$ cat config.mk
export PLATFORM = sky130hd
export DESIGN_NAME = midi_voice_allocator_unit
export DESIGN_NICKNAME = d
export VERILOG_FILES = /design/src/sv/mva_pkg.sv /design/src/sv/mva_voice_ram.sv /design/src/sv/midi_voice_allocator_unit.sv
export SDC_FILE = /design/constraint.sdc
export NUM_CORES = 1
export LEC_CHECK = 0
export BUFFER_PORTS_ARGS = -buffer_cell sky130_fd_sc_hd__buf_2
export CORE_ASPECT_RATIO = 1.1
export CORE_UTILIZATION = 50
export CTS_BUF_LIST = sky130_fd_sc_hd__clkbuf_2 sky130_fd_sc_hd__clkbuf_4 sky130_fd_sc_hd__clkbuf_8
export DETAILED_ROUTE_END_ITERATION = 16
export GPL_TIMING_DRIVEN = 0
export HOLD_SLACK_MARGIN = 0.05
export PLACE_DENSITY_LB_ADDON = 0.15
export SYNTH_ARGS = -nofsm -noshare
export SYNTH_HDL_FRONTEND = slang
export SYNTH_SLANG_ARGS = --single-unit
export TNS_END_PERCENT = 100
$ cat constraint.sdc
create_clock -name clk -period 3.1 [get_ports clk]
set_input_delay 0.155 -clock clk [delete_from_list [all_inputs] [get_ports clk]]
set_output_delay 0.155 -clock clk [all_outputs]
set_load 0.01 [all_outputs]
$ cat src/sv/mva_pkg.sv
// ----------------------------------------------------------------------------
// mva_pkg
// Shared types and constants for the voice allocator: slot count, command
// codes, controller numbers and the voice memory word.
// ----------------------------------------------------------------------------
`default_nettype none

package mva_pkg;

	localparam int VOICE_SLOTS = 4;
	localparam int SLOT_W      = (VOICE_SLOTS > 1) ? $clog2(VOICE_SLOTS) : 1;

	localparam logic [2:0] CMD_NOTE_ON  = 3'd0;
	localparam logic [2:0] CMD_NOTE_OFF = 3'd1;
	localparam logic [2:0] CMD_CONTROL  = 3'd2;
	localparam logic [2:0] CMD_STOP     = 3'd3;
	localparam logic [2:0] CMD_CONTINUE = 3'd4;
	localparam logic [2:0] CMD_RESET    = 3'd5;

	localparam logic [6:0] CC_SUSTAIN       = 7'h40;
	localparam logic [6:0] CC_SOUND_OFF     = 7'h78;
	localparam logic [6:0] CC_RESET_CTRL    = 7'h79;
	localparam logic [6:0] CC_NOTES_OFF     = 7'h7B;
	localparam logic [6:0] CC_OMNI_OFF      = 7'h7C;
	localparam logic [6:0] PEDAL_THRESHOLD  = 7'd64;
	localparam logic [15:0] TIME_BOUND      = 16'hFFFF;

	typedef struct packed {
		logic [6:0]  pitch;
		logic [6:0]  velocity;
		logic [15:0] start_time;
	} voice_t;

	typedef struct packed {
		logic              en;
		logic [SLOT_W-1:0] addr;
		voice_t            data;
	} voice_wr_t;

endpackage

`default_nettype wire

$ cat src/sv/mva_voice_ram.sv
// ----------------------------------------------------------------------------
// mva_voice_ram
// Voice slot memory: note, level and start time per slot. One write port,
// one read port with registered read data.
// ----------------------------------------------------------------------------
`default_nettype none

module mva_voice_ram
	import mva_pkg::*;
(
	input  wire logic              clk,
	input  wire voice_wr_t         wr,
	input  wire logic [SLOT_W-1:0] raddr,
	output voice_t                 rdata
);

	voice_t mem [VOICE_SLOTS];

	always_ff @(posedge clk) begin
		if (wr.en) begin
			mem[wr.addr] <= wr.data;
		end
		rdata <= mem[raddr];
	end

endmodule

`default_nettype wire

$ cat src/sv/midi_voice_allocator_unit.sv
// ----------------------------------------------------------------------------
// midi_voice_allocator_unit
// Polyphonic voice allocator with oldest-note stealing and sustain pedal.
//
// Input channel (in_valid/in_ready) takes one MIDI event word: command,
// note or controller number, amount and arrival time. Output channel
// (out_valid/out_ready) returns exactly one result word per event.
// Note-on and note-off events scan the voice memory one slot per cycle
// (one read port with registered read data), then pass a drain step while
// the last read returns, and write their result word in the finish step.
// Every other event goes straight from acceptance to the finish step.
// The block works on one event at a time: the next event is accepted only
// after the last one has left the finish step. in_ready is high whenever
// no event is in progress, also while a previous result still waits in the
// output register.
// If the receiver stalls, the finished event waits in its final step until
// the output register is free; its state update is made at that moment.
// Reset clears the playing and held flags, the pedal, the state, the scan
// counter and out_valid; the event word, result fields and voice memory
// are left as they are, and memory data is only used for playing slots.
// ----------------------------------------------------------------------------
`default_nettype none

module midi_voice_allocator_unit
	import mva_pkg::*;
(
	input  wire logic        clk,
	input  wire logic        arst_n,
	input  wire logic        in_valid,
	output logic             in_ready,
	input  wire logic [2:0]  command,
	input  wire logic [6:0]  note_or_controller,
	input  wire logic [6:0]  amount,
	input  wire logic [15:0] arrival_time,
	output logic             out_valid,
	input  wire logic        out_ready,
	output logic             refresh,
	output logic             stop_timers,
	output logic [1:0]       slot,
	output logic             slot_written,
	output logic [6:0]       slot_note,
	output logic [6:0]       slot_level,
	output logic [3:0]       playing_mask,
	output logic [3:0]       held_mask,
	output logic             pedal_state
);

	typedef enum logic [1:0] {
		ST_IDLE,
		ST_SCAN,
		ST_DRAIN,
		ST_FINISH
	} state_t;

	localparam logic [SLOT_W-1:0] LAST_SLOT = SLOT_W'(VOICE_SLOTS - 1);

	state_t state_q;

	// event word
	logic [2:0]  cmd_q;
	logic [6:0]  num_q;
	logic [6:0]  amt_q;
	logic [15:0] time_q;

	// slot flags
	logic [VOICE_SLOTS-1:0] playing_q;
	logic [VOICE_SLOTS-1:0] held_q;
	logic                   pedal_q;

	// scan
	logic [SLOT_W-1:0] cnt_q;
	logic              rd_vld_s1;
	logic [SLOT_W-1:0] rd_idx_s1;
	voice_t            rdata;
	logic              match_found_q;
	logic [SLOT_W-1:0] match_idx_q;
	logic [6:0]        match_vel_q;
	logic [15:0]       best_time_q;
	logic [SLOT_W-1:0] old_idx_q;

	voice_wr_t         wr;
	logic [SLOT_W-1:0] raddr;

	// finish step
	logic                   fire;
	logic                   free_found;
	logic [SLOT_W-1:0]      free_idx;
	logic [VOICE_SLOTS-1:0] play_n;
	logic [VOICE_SLOTS-1:0] held_n;
	logic                   pedal_n;
	logic                   refresh_n;
	logic                   stop_n;
	logic                   written_n;
	logic [SLOT_W-1:0]      sel_n;
	logic [6:0]             note_n;
	logic [6:0]             level_n;
	logic [31:0]            sel_ext;
	logic [VOICE_SLOTS+3:0] play_ext;
	logic [VOICE_SLOTS+3:0] held_ext;

	logic in_fire;
	logic is_note_cmd;
	logic [2:0] cmd_in;

	assign in_ready = (state_q == ST_IDLE);
	assign in_fire  = in_valid && in_ready;
	assign fire     = (state_q == ST_FINISH) && (!out_valid || out_ready);
	assign raddr    = cnt_q;

	// note-on at zero level is a note-off
	assign cmd_in = (command == CMD_NOTE_ON && amount == 7'd0) ? CMD_NOTE_OFF : command;
	assign is_note_cmd = (cmd_in == CMD_NOTE_ON) || (cmd_in == CMD_NOTE_OFF);

	mva_voice_ram u_ram (
		.clk   (clk),
		.wr    (wr),
		.raddr (raddr),
		.rdata (rdata)
	);

	// first free slot from the flags
	always_comb begin
		free_found = 1'b0;
		free_idx   = '0;
		for (int i = VOICE_SLOTS - 1; i >= 0; i--) begin
			if (!playing_q[i]) begin
				free_found = 1'b1;
				free_idx   = SLOT_W'(i);
			end
		end
	end

	always_comb begin
		play_n    = playing_q;
		held_n    = held_q;
		pedal_n   = pedal_q;
		refresh_n = 1'b0;
		stop_n    = 1'b0;
		written_n = 1'b0;
		sel_n     = '0;
		note_n    = '0;
		level_n   = '0;
		wr.en     = 1'b0;
		wr.addr   = '0;
		wr.data   = '{pitch: num_q, velocity: amt_q, start_time: time_q};

		unique case (cmd_q)
			CMD_NOTE_ON: begin
				if (match_found_q) begin
					sel_n = match_idx_q;
				end else if (free_found) begin
					sel_n = free_idx;
				end else begin
					sel_n = old_idx_q;
				end
				play_n[sel_n] = 1'b1;
				held_n[sel_n] = 1'b0;
				wr.en         = fire;
				wr.addr       = sel_n;
				written_n     = 1'b1;
				refresh_n     = 1'b1;
				note_n        = num_q;
				level_n       = amt_q;
			end
			CMD_NOTE_OFF: begin
				if (match_found_q) begin
					sel_n = match_idx_q;
					if (pedal_q) begin
						held_n[sel_n] = 1'b1;
					end else begin
						play_n[sel_n] = 1'b0;
						held_n[sel_n] = 1'b0;
					end
					written_n = 1'b1;
					refresh_n = 1'b1;
					note_n    = num_q;
					level_n   = match_vel_q;
				end
			end
			CMD_CONTROL: begin
				if (num_q == CC_SOUND_OFF || num_q == CC_RESET_CTRL ||
				    num_q == CC_NOTES_OFF || num_q == CC_OMNI_OFF) begin
					stop_n = 1'b1;
				end
				if (num_q == CC_SUSTAIN) begin
					if (amt_q < PEDAL_THRESHOLD) begin
						pedal_n   = 1'b0;
						play_n    = playing_q & ~held_q;
						held_n    = '0;
						refresh_n = 1'b1;
					end else begin
						pedal_n = 1'b1;
					end
				end
			end
			CMD_STOP: begin
				stop_n = 1'b1;
			end
			CMD_CONTINUE: begin
				refresh_n = 1'b1;
			end
			CMD_RESET: begin
				stop_n  = 1'b1;
				play_n  = '0;
				held_n  = '0;
				pedal_n = 1'b0;
			end
			default: begin
			end
		endcase

		sel_ext  = 32'(sel_n);
		play_ext = {4'b0, play_n};
		held_ext = {4'b0, held_n};
	end

	always_ff @(posedge clk or negedge arst_n) begin
		if (!arst_n) begin
			state_q       <= ST_IDLE;
			playing_q     <= '0;
			held_q        <= '0;
			pedal_q       <= 1'b0;
			cnt_q         <= '0;
			rd_vld_s1     <= 1'b0;
			rd_idx_s1     <= '0;
			match_found_q <= 1'b0;
			out_valid     <= 1'b0;
		end else begin
			rd_vld_s1 <= (state_q == ST_SCAN);
			rd_idx_s1 <= cnt_q;

			if (out_valid && out_ready && !fire) begin
				out_valid <= 1'b0;
			end

			// fold in one slot per cycle as read data returns
			if (rd_vld_s1 && playing_q[rd_idx_s1]) begin
				if (!match_found_q && rdata.pitch == num_q) begin
					match_found_q <= 1'b1;
					match_idx_q   <= rd_idx_s1;
					match_vel_q   <= rdata.velocity;
				end
				if (rdata.start_time < best_time_q) begin
					best_time_q <= rdata.start_time;
					old_idx_q   <= rd_idx_s1;
				end
			end

			unique case (state_q)
				ST_IDLE: begin
					if (in_fire) begin
						cmd_q         <= cmd_in;
						num_q         <= note_or_controller;
						amt_q         <= amount;
						time_q        <= arrival_time;
						cnt_q         <= '0;
						match_found_q <= 1'b0;
						best_time_q   <= TIME_BOUND;
						old_idx_q     <= '0;
						state_q       <= is_note_cmd ? ST_SCAN : ST_FINISH;
					end
				end
				ST_SCAN: begin
					if (cnt_q == LAST_SLOT) begin
						state_q <= ST_DRAIN;
					end else begin
						cnt_q <= cnt_q + SLOT_W'(1);
					end
				end
				ST_DRAIN: begin
					state_q <= ST_FINISH;
				end
				ST_FINISH: begin
					if (fire) begin
						playing_q    <= play_n;
						held_q       <= held_n;
						pedal_q      <= pedal_n;
						out_valid    <= 1'b1;
						refresh      <= refresh_n;
						stop_timers  <= stop_n;
						slot_written <= written_n;
						slot         <= sel_ext[1:0];
						slot_note    <= note_n;
						slot_level   <= level_n;
						playing_mask <= play_ext[3:0];
						held_mask    <= held_ext[3:0];
						pedal_state  <= pedal_n;
						state_q      <= ST_IDLE;
					end
				end
				default: begin
					state_q <= ST_IDLE;
				end
			endcase
		end
	end

endmodule

`default_nettype wire

==> results of run 1 <==
==> layout by cell type (no fill, tap or decap), types with 4 or more instances in the layout <==
master | netlist | final
clkbuf_4 | 0 | 22
and3_2 | 0 | 4
xor2_1 | 7 | 7
clkbuf_1 | 16 | 16
nand2b_1 | 6 | 6
nor2_1 | 57 | 55
clkinv_2 | 0 | 7
mux2i_1 | 22 | 22
inv_1 | 27 | 27
a21oi_1 | 21 | 21
a22o_1 | 9 | 9
o21ai_0 | 15 | 15
buf_2 | 5 | 71
buf_12 | 1 | 5
nor3_1 | 8 | 8
o22ai_1 | 4 | 4
nand3_1 | 6 | 6
dfrtp_1 | 18 | 18
mux4_2 | 30 | 30
dfxtp_1 | 30 | 30
nor2b_1 | 11 | 11
clkbuf_8 | 3 | 47
ha_1 | 20 | 20
dlygate4sd3_1 | 0 | 35
nand4_1 | 5 | 5
nand2_1 | 23 | 23
edfxtp_1 | 208 | 208
==> power breakdown <==
group / internal (W) / switching [W]
sequential: 0.00430 / 0.000278
combinational: 0.000980 / 0.00114
clock: 0.00159 / 0.00126
total: 0.00687 / 0.00268
==> routing by layer <==
metal	GRT usage, %	share of wire, %	up-vias
met4	7.20	2.1	0
li1	-	-	2654
met1	27.7	44	2895
met5	0	0	-
met3	4.42	4.7	37
met2	34.0	49	149
==> registers in the layout (all words and copies together), names as in the netlist, 7 cells and up <==
signal       cells
time_q          16
slot_level       7
slot_note        7
u_ram.mem      120
best_time_q     16
num_q            7
amt_q            7
u_ram.rdata     30
match_vel_q      7
==> worst min-delay path: cells and delay by family <==
family,cells,cell delay (ns)
buffers and inverters,1,0.16
AO/OA/AOI/OAI,2,0.26
==> cell type report <==
cell class / instances / area [um2]
multi-input cells: 305 / 2560
well taps: 252 / 315
inverters: 27 / 101
clock buffers: 66 / 771
fillers: 1526 / 7740
repair buffers: 106 / 788
clock inverters: 12 / 65.1
plain buffers: 26 / 158
flip-flops and latches: 256 / 7300
==> cell families (layout without fill, tap and decap cells) <==
kind of cell,count (synthesis),in the layout,share of synthesized area [%]
AND/OR/NAND/NOR,143,143,7.40
adder cells (fa/ha/maj),20,20,2.48
buffers and inverters,53,237,2.57
AO/OA/AOI/OAI,83,83,5.78
multiplexers,52,52,8.88
flip-flops,256,256,72.3
XOR/XNOR,7,7,0.607
==> path summary, 6_finish.rpt <==
kind	start	to	slack (ns)	depth (start not counted)
worst min register to register	u_ram.rdata[22]$_DFF_P_	match_vel_q[6]$_DFFE_PP_	0.41	0
worst max-delay path	cmd_q[2]$_DFFE_PP_	u_ram.mem[1][28]$_DFFE_PP_	0.49	6
min in group asynchronous	arst_n	cnt_q[0]$_DFFE_PN0P_	0.31	2
worst max register to register	cmd_q[2]$_DFFE_PP_	u_ram.mem[1][28]$_DFFE_PP_	0.49	6
worst min-delay path	in_valid	cnt_q[1]$_DFFE_PN0P_	0.09	3
max in group asynchronous	arst_n	held_q[1]$_DFFE_PN0P_	2.21	2
==> through the flow <==
step                      std cells  hold WS [ns]  total power (W)  setup WS, ns  utilization (%)
after floorplan                 614        -0.141          0.00609         0.178                -
after global placement          932         0.324          0.00663         -1.55             54.2
after detailed placement        937         0.333          0.00674         0.433             54.9
after CTS                      1050        0.0587          0.00967         0.433             60.9
after global routing           1050        0.0809           0.0101         0.269             60.9
final                          1050        0.0940          0.00955         0.487             60.9
==> results.cfg, run 1 <==
[place]
routabilityCongestion = 0.883
io_buffers = 66
hpwl_um = 13100
placed_area_um2 = 10900

[setup_path]
cp_data_arrival_time_ns = 2.83
crit_type = register to register
cp_data_required_time_ns = 3.32
worstPathCellList = clkbuf_1 > nor3_4 > buf_2 > nand3_1 > nor2_4 > buf_12
crit_path_top_delay_cell = nor2_4
start_kind = register
cp_num_buf_inv = 3
slowest_delay_ns = 0.45
cp_top_family = simple AND/OR/NAND/NOR gates
cp_max_fo = 20
critPathCaptureType = register

[floorplan]
chipWidth_um = 137
rows = 54
start_util_pct = 51.0
core-area_um2 = 19800
die_area_um2 = 20800
die_y_um = 151
ios = 67

[synthesis]
synthTopCellsByArea = edfxtp_1 (62%), mux4_2 (6.7%), dfxtp_1 (6.0%), dfrtp_1 (4.5%), ha_1 (2.5%)
ys_top_cells_by_count = edfxtp_1 (208), nor2_1 (57), dfxtp_1 (30), mux4_2 (30), inv_1 (27)
synth_most_common_cell = edfxtp_1
syn_inst = 614
synth.distinct_cells = 61
synth_edf_count = 208
synth-async-reset-ratio_pct = 7.03
synth_seq_area_share_pct = 72.3
synth-seq-cells = 256
syn_area_um2 = 10100
synth_largest_area_cell = edfxtp_1
syn_area_per_cell_um2 = 16.4
syn_nets = 671
synth_top_cell_area_share_pct = 61.9
yosys_warnings = 0
synth_top_flop_cell = edfxtp_1

[pwr]
power_per_cell_area_nw_per_um2 = 792
p_leak_nw = 4.51
irDropWorstVdd_uv = 421

[global_routing]
grt_use_total_pct = 20.8
antenna_found_initial = 0
grt_start_max_net_pins = 40
gr-total-overflow = 0
grt_pass1_wl_um = 31900
grt_pass1_vias = 5962

[timing]
final-max-slew-violation-count = 0
finalCritPeriodShare_pct = 84.3
min_period_ns = 2.61
hold_violations = 0
relSlewSlack_pct = 30.2
tns_ns = 0
finalSetupViolCount = 0
skew_ns = 0.0176
rsz0062_at_grt = no
timing.fmax_ghz = 0.383
worstMarginPinSlew_ns = 1.04

[run_status]
status = finished, final reports clean

[drt]
drtAntennaViolNets = 0
post_drt_wl_per_cell_um = 19.3
wl_um = 20300
drtPass1Iterations = 4
num_vias = 5735
initialDrtViolationCount = 316
vias_per_cell = 5.46
drt_drc_violations_left = 0

[cts]
cts.repair.resized = 0
clock_latency_ns = 0.54
cts_root_buf = clkbuf_8
clk_path_buf_depth = 3
post_cts_buffers = 0
clock_sinks = 256
h-tree-depth = 2
cts_tree = done
path_clk_slew_ns = 0.06
cts_hold_buf = 35
cts_buffers = 42

[final_layout]
drive_gt1_share_pct = 25.9
diodes = 0
syn_to_final_growth_pct = 19.5
final_net_count = 821
stdcell_area_um2 = 12100

[hold_path]
worstHoldPathType = input pin to register

[job]
cap_violations = 0
No activity file was read; power rests on OpenSTA's default activity.
==> run 2, diff against run 1 <==
==> constraint.sdc (replaced) <==
create_clock -name clk -period 2.1 [get_ports clk]
set_input_delay 0.105 -clock clk [delete_from_list [all_inputs] [get_ports clk]]
set_output_delay 0.105 -clock clk [all_outputs]
set_load 0.01 [all_outputs]
==> results.cfg, run 2 (synthesis results as in run 1) <==
[run_status]
status = finished, violations left
violations = setup timing

[final_layout]
syn_to_final_growth_pct = 25.5
regMostFlops = u_ram.mem
diodes = 0
layout_common_cells = edfxtp_1 (208), buf_2 (71), nor2_1 (53)
instances_no_fill = 1087
stdcell_area_um2 = 12700
reg_top3 = u_ram.mem (120), u_ram.rdata (30)
final.fill_count = 1447
final_common_cell = edfxtp_1
largest_register_ff_count = 120
final_net_count = 861
drive_gt1_share_pct = 32.0

[drt]
drtAntennaViolNets = 0
num_vias = 5941
drt_drc_violations_left = 0
drtPass1Iterations = 5
wl_um = 22000
dr_wl_met2_um = 10500
vias_per_cell = 5.47
post_drt_wl_per_cell_um = 20.2
wl_met1_um = 9840
wl_met3_um = 1130
initialDrtViolationCount = 472
highest_layer = met4

[cts]
cts_root_buf = clkbuf_8
clock_latency_ns = 0.55
cts_tree = done
clk_path_buf_depth = 3
path_clk_slew_ns = 0.06
h-tree-depth = 2
cts_buffers = 41
clock_sinks = 256

[hold_path]
hold_path_end = best_time_q[6]$_DFFE_PP_
worstHoldPathCells = 1
min-delay-start = arst_n
worstHoldPathType = input pin to register

[setup_path]
critPathCaptureType = register
crit_type = register to register
reg2reg_depth = 9
start_kind = register
cp_data_required_time_ns = 2.48
cp_max_fo = 5
cp_data_arrival_time_ns = 2.52
reg2reg_to = best_time_q[7]$_DFFE_PP_
reg2reg_setup_slack_ns = -0.04
r2r_start = best_time_q[15]$_DFFE_PP_

[global_routing]
gr-total-overflow = 0
grt_start_max_net_pins = 34
grt_pass1_vias = 6079
grt_pass1_wl_um = 33500
antenna_found_initial = 0
grt_use_total_pct = 22.2

[pwr]
power_w = 0.0146
clockPowerShare_pct = 29.0
p_comb_share_pct = 24.4
internal_power_w = 0.0103
p_sw_w = 0.00422
irDropWorstVdd_uv = 759
p_sw_share_pct = 29.0
seq_power_share_pct = 46.5
power_per_cell_area_nw_per_um2 = 1150
p_leak_nw = 4.76

[floorplan]
rows = 54
core-area_um2 = 19800
chipWidth_um = 137
start_util_pct = 51.0
die_area_um2 = 20800
ios = 67
die_y_um = 151

[timing]
worstMarginPinSlew_ns = 0.925
timing.fmax_ghz = 0.466
finalCritPeriodShare_pct = 102
hold_slack_ns = 0.101
rsz0062_at_grt = yes
min_period_ns = 2.14
hold_violations = 0
finalSetupViolCount = 15
finalWorstSetupSlack_ns = -0.0436
skew_ns = 0.0215
relSlewSlack_pct = 38.1
final-max-slew-violation-count = 0

[place]
hpwl_um = 12400
io_buffers = 66
routabilityCongestion = 0.860
dp_cells = 932
place_ws_ns = -0.796
placed_area_um2 = 10800

[job]
cap_violations = 0
-- run 2: changes by cell type in the layout (fill, tap and decap cells not counted), moves of 5 or more --
cell and change:
buf_12 +8, and3_4 +5, ha_4 +5, clkbuf_4 -5
ha_1 -5, buf_4 +26
-- run 2: what timing repair did --
item / in CTS / in global routing
setup buffers: 28 / 12
setup endpoints to repair: 231 / 156
cloned: 4 / 1
pin swaps: 12 / 10
gates resized for setup: 20 / 29
hold buffers: 36 / 0
hold endpoints to repair: 54 / 0
-- run 2: layout make-up --
cell class                 count  area, um2  area share (%)
sequential                   256       7300            57.6
multi-input combinational    309       2800            22.1
tap                          252        315            2.49
clock inverter                15        108           0.850
buffer                        26        168            1.32
inverter                      27        101           0.800
timing repair buffer         143       1170            9.27
clock buffer                  59        706            5.57
-- run 2: power groups by stage --
stage / Combinational (W) / Sequential (W) / Clock [W]
after floorplan: 0.00225 / 0.00677 / 0
after global placement: 0.00298 / 0.00683 / 0
after detailed placement: 0.00306 / 0.00686 / 0
after CTS: 0.00337 / 0.00675 / 0.00431
after global routing: 0.00394 / 0.00686 / 0.00451
final: 0.00356 / 0.00678 / 0.00423
-- run 2: worst max-delay path by stage --
stage                         startpoint                          to  slack (ns)  depth (start not counted)
2_1_floorplan         cmd_q[2]$_DFFE_PP_   u_ram.mem[1][0]$_DFFE_PP_       0.007                          5
3_3_place_gp          cmd_q[2]$_DFFE_PP_  u_ram.mem[1][11]$_DFFE_PP_       -0.83                          5
3_5_place_dp     match_found_q$_DFF_PN0_   u_ram.mem[3][3]$_DFFE_PP_       -0.80                          5
4_1_cts        best_time_q[13]$_DFFE_PP_   best_time_q[13]$_DFFE_PP_       -0.09                          9
5_1_grt        best_time_q[15]$_DFFE_PP_    best_time_q[5]$_DFFE_PP_       -0.13                          9
6_report       best_time_q[15]$_DFFE_PP_    best_time_q[7]$_DFFE_PP_       -0.04                          9
-- run 2: critical path: stages, from the launching register on --
cell and delay [ns]:
edfxtp_1 0.36, inv_1 0.07, ha_4 0.26, and4_4 0.24, nand2_4 0.05, or4_4 0.41, nand4_1 0.11, buf_6 0.15
clkbuf_16 0.16, mux2i_1 0.17
-- run 2: stage by stage --
stage,util [%],setup TNS [ns]
after global placement,54.4,-122.46
final,64.0,-0.393
after detailed placement,54.4,-106.95
after CTS,62.7,-1.19
after floorplan,-,0
after global routing,64.0,-2.24
-- run 2: routing by layer --
metal	vias up	track usage (%)
li1	2746	-
met1	3026	30.1
met2	132	35.5
met3	37	4.85
met4	0	7.64
met5	-	0
==> run 3, diff against run 2 <==
==> constraint.sdc (replaced) <==
create_clock -name clk -period 2.1 [get_ports clk]
set_input_delay 0.105 -clock clk [delete_from_list [all_inputs] [get_ports clk]]
set_output_delay 0.105 -clock clk [all_outputs]
set_load 0.02 [all_outputs]
==> results.cfg, run 3 (synthesis results as in run 1) <==
[timing]
timing.fmax_ghz = 0.455
finalCritPeriodShare_pct = 105
min_period_ns = 2.20
finalWorstSetupSlack_ns = -0.0959
worstMarginPinSlew_ns = 0.933
hold_violations = 0
relSlewSlack_pct = 37.6
rsz0062_at_grt = yes
final-max-slew-violation-count = 0
finalSetupViolCount = 18
skew_ns = 0.0158
tns_ns = -1.32

[cts]
h-tree-depth = 2
clk_path_buf_depth = 3
cts_buffers = 42
cts_tree = done
path_clk_slew_ns = 0.06
clock_sinks = 256
clock_latency_ns = 0.55
cts_root_buf = clkbuf_8

[drt]
drtPass1Iterations = 4
post_drt_wl_per_cell_um = 20.2
drtAntennaViolNets = 0
initialDrtViolationCount = 366
vias_per_cell = 5.42
wl_um = 22000
num_vias = 5896
drt_drc_violations_left = 0

[final_layout]
final_net_count = 859
seq_area_um2 = 7300
layout_common_cells = edfxtp_1 (208), buf_2 (70), nor2_1 (53)
stdcell_area_um2 = 12700
multiInputGateArea_um2 = 2790
regMostFlops = u_ram.mem
drive_gt1_share_pct = 32.5
reg_top3 = u_ram.mem (120), u_ram.rdata (30)
final_util_pct = 64.0
diodes = 0
syn_to_final_growth_pct = 25.6
final.fill_count = 1460
largest_register_ff_count = 120
final_common_cell = edfxtp_1

[floorplan]
start_util_pct = 51.0
die_y_um = 151
die_area_um2 = 20800
ios = 67
chipWidth_um = 137
core-area_um2 = 19800
rows = 54

[setup_path]
critPathCaptureType = register
cp_max_fo = 5
start_kind = register
cp_data_arrival_time_ns = 2.59
crit_type = register to register
cp_data_required_time_ns = 2.50

[job]
cap_violations = 0

[global_routing]
grt_pass1_wl_um = 33600
grt_use_total_pct = 22.4
gr-total-overflow = 0
grt_pass1_vias = 5991
grt_start_max_net_pins = 34
antenna_found_initial = 0

[hold_path]
worstHoldPathType = input pin to register

[place]
hpwl_um = 12200
placed_area_um2 = 10800
routabilityCongestion = 0.870
io_buffers = 66

[run_status]
status = finished, violations left
violations = setup timing

[pwr]
power_per_cell_area_nw_per_um2 = 1170
p_leak_nw = 4.75
irDropWorstVdd_uv = 648
run 3: per-stage QoR:
stage / power, W / hold WS [ns] / instances / setup slack, ns
2_1_floorplan: 0.00910 / -0.191 / 614 / 0.00698
5_1_grt: 0.0156 / 0.0872 / 1088 / -0.172
4_1_cts: 0.0147 / 0.0745 / 1072 / -0.108
6_report: 0.0148 / 0.0819 / 1088 / -0.0959
3_5_place_dp: 0.0100 / 0.283 / 932 / -0.799
3_3_place_gp: 0.00989 / 0.279 / 932 / -0.844
run 3: repair_timing:
item                                    CTS  global route
gates resized for setup                  24            25
hold buffers                             36             0
pin swaps                                 9             7
hold endpoints to repair                 54             0
endpoints found under the setup margin  222           122
setup buffers                            22            15
cloned                                    4             1
run 3: critical path: stages (launching register included):
cell	delay [ns]
edfxtp_1	0.38
inv_2	0.06
ha_4	0.26
and4_4	0.22
nand2_2	0.06
or4_4	0.48
nand4_1	0.11
buf_6	0.15
clkbuf_16	0.15
mux2i_1	0.18
run 3: path summary, 6_finish.rpt:
path	from	end	slack, ns	cells past startpoint
max in group asynchronous	arst_n	pedal_q$_DFFE_PN0P_	0.81	2
setup reg to reg	best_time_q[15]$_DFFE_PP_	best_time_q[10]$_DFFE_PP_	-0.1	9
hold / removal	arst_n	best_time_q[7]$_DFFE_PP_	0.08	1
setup / recovery	best_time_q[15]$_DFFE_PP_	best_time_q[10]$_DFFE_PP_	-0.1	9
hold reg to reg	u_ram.rdata[19]$_DFF_P_	match_vel_q[3]$_DFFE_PP_	0.41	0
min in group asynchronous	arst_n	playing_q[1]$_DFFE_PN0P_	0.70	2
run 3: area by class of cell:
cell class	instances	area share, %
timing repair buffer	140	8.91
buffer	26	1.32
inverter	27	0.799
clock buffer	69	6.45
sequential	256	57.6
clock inverter	9	0.503
multi-input combinational	309	22.0
tap	252	2.49
run 3: report_power, final:
part	switching, W	internal (W)
clock network	0.00193	0.00249
registers	0.000432	0.00634
logic	0.00194	0.00169
run 3: layer usage:
layer	vias up	wire, um	GRT usage [%]
met5	-	0	0
met3	32	1230	4.52
met1	2957	9730	30.9
met4	0	399	7.47
met2	155	10700	35.5
li1	2752	-	-
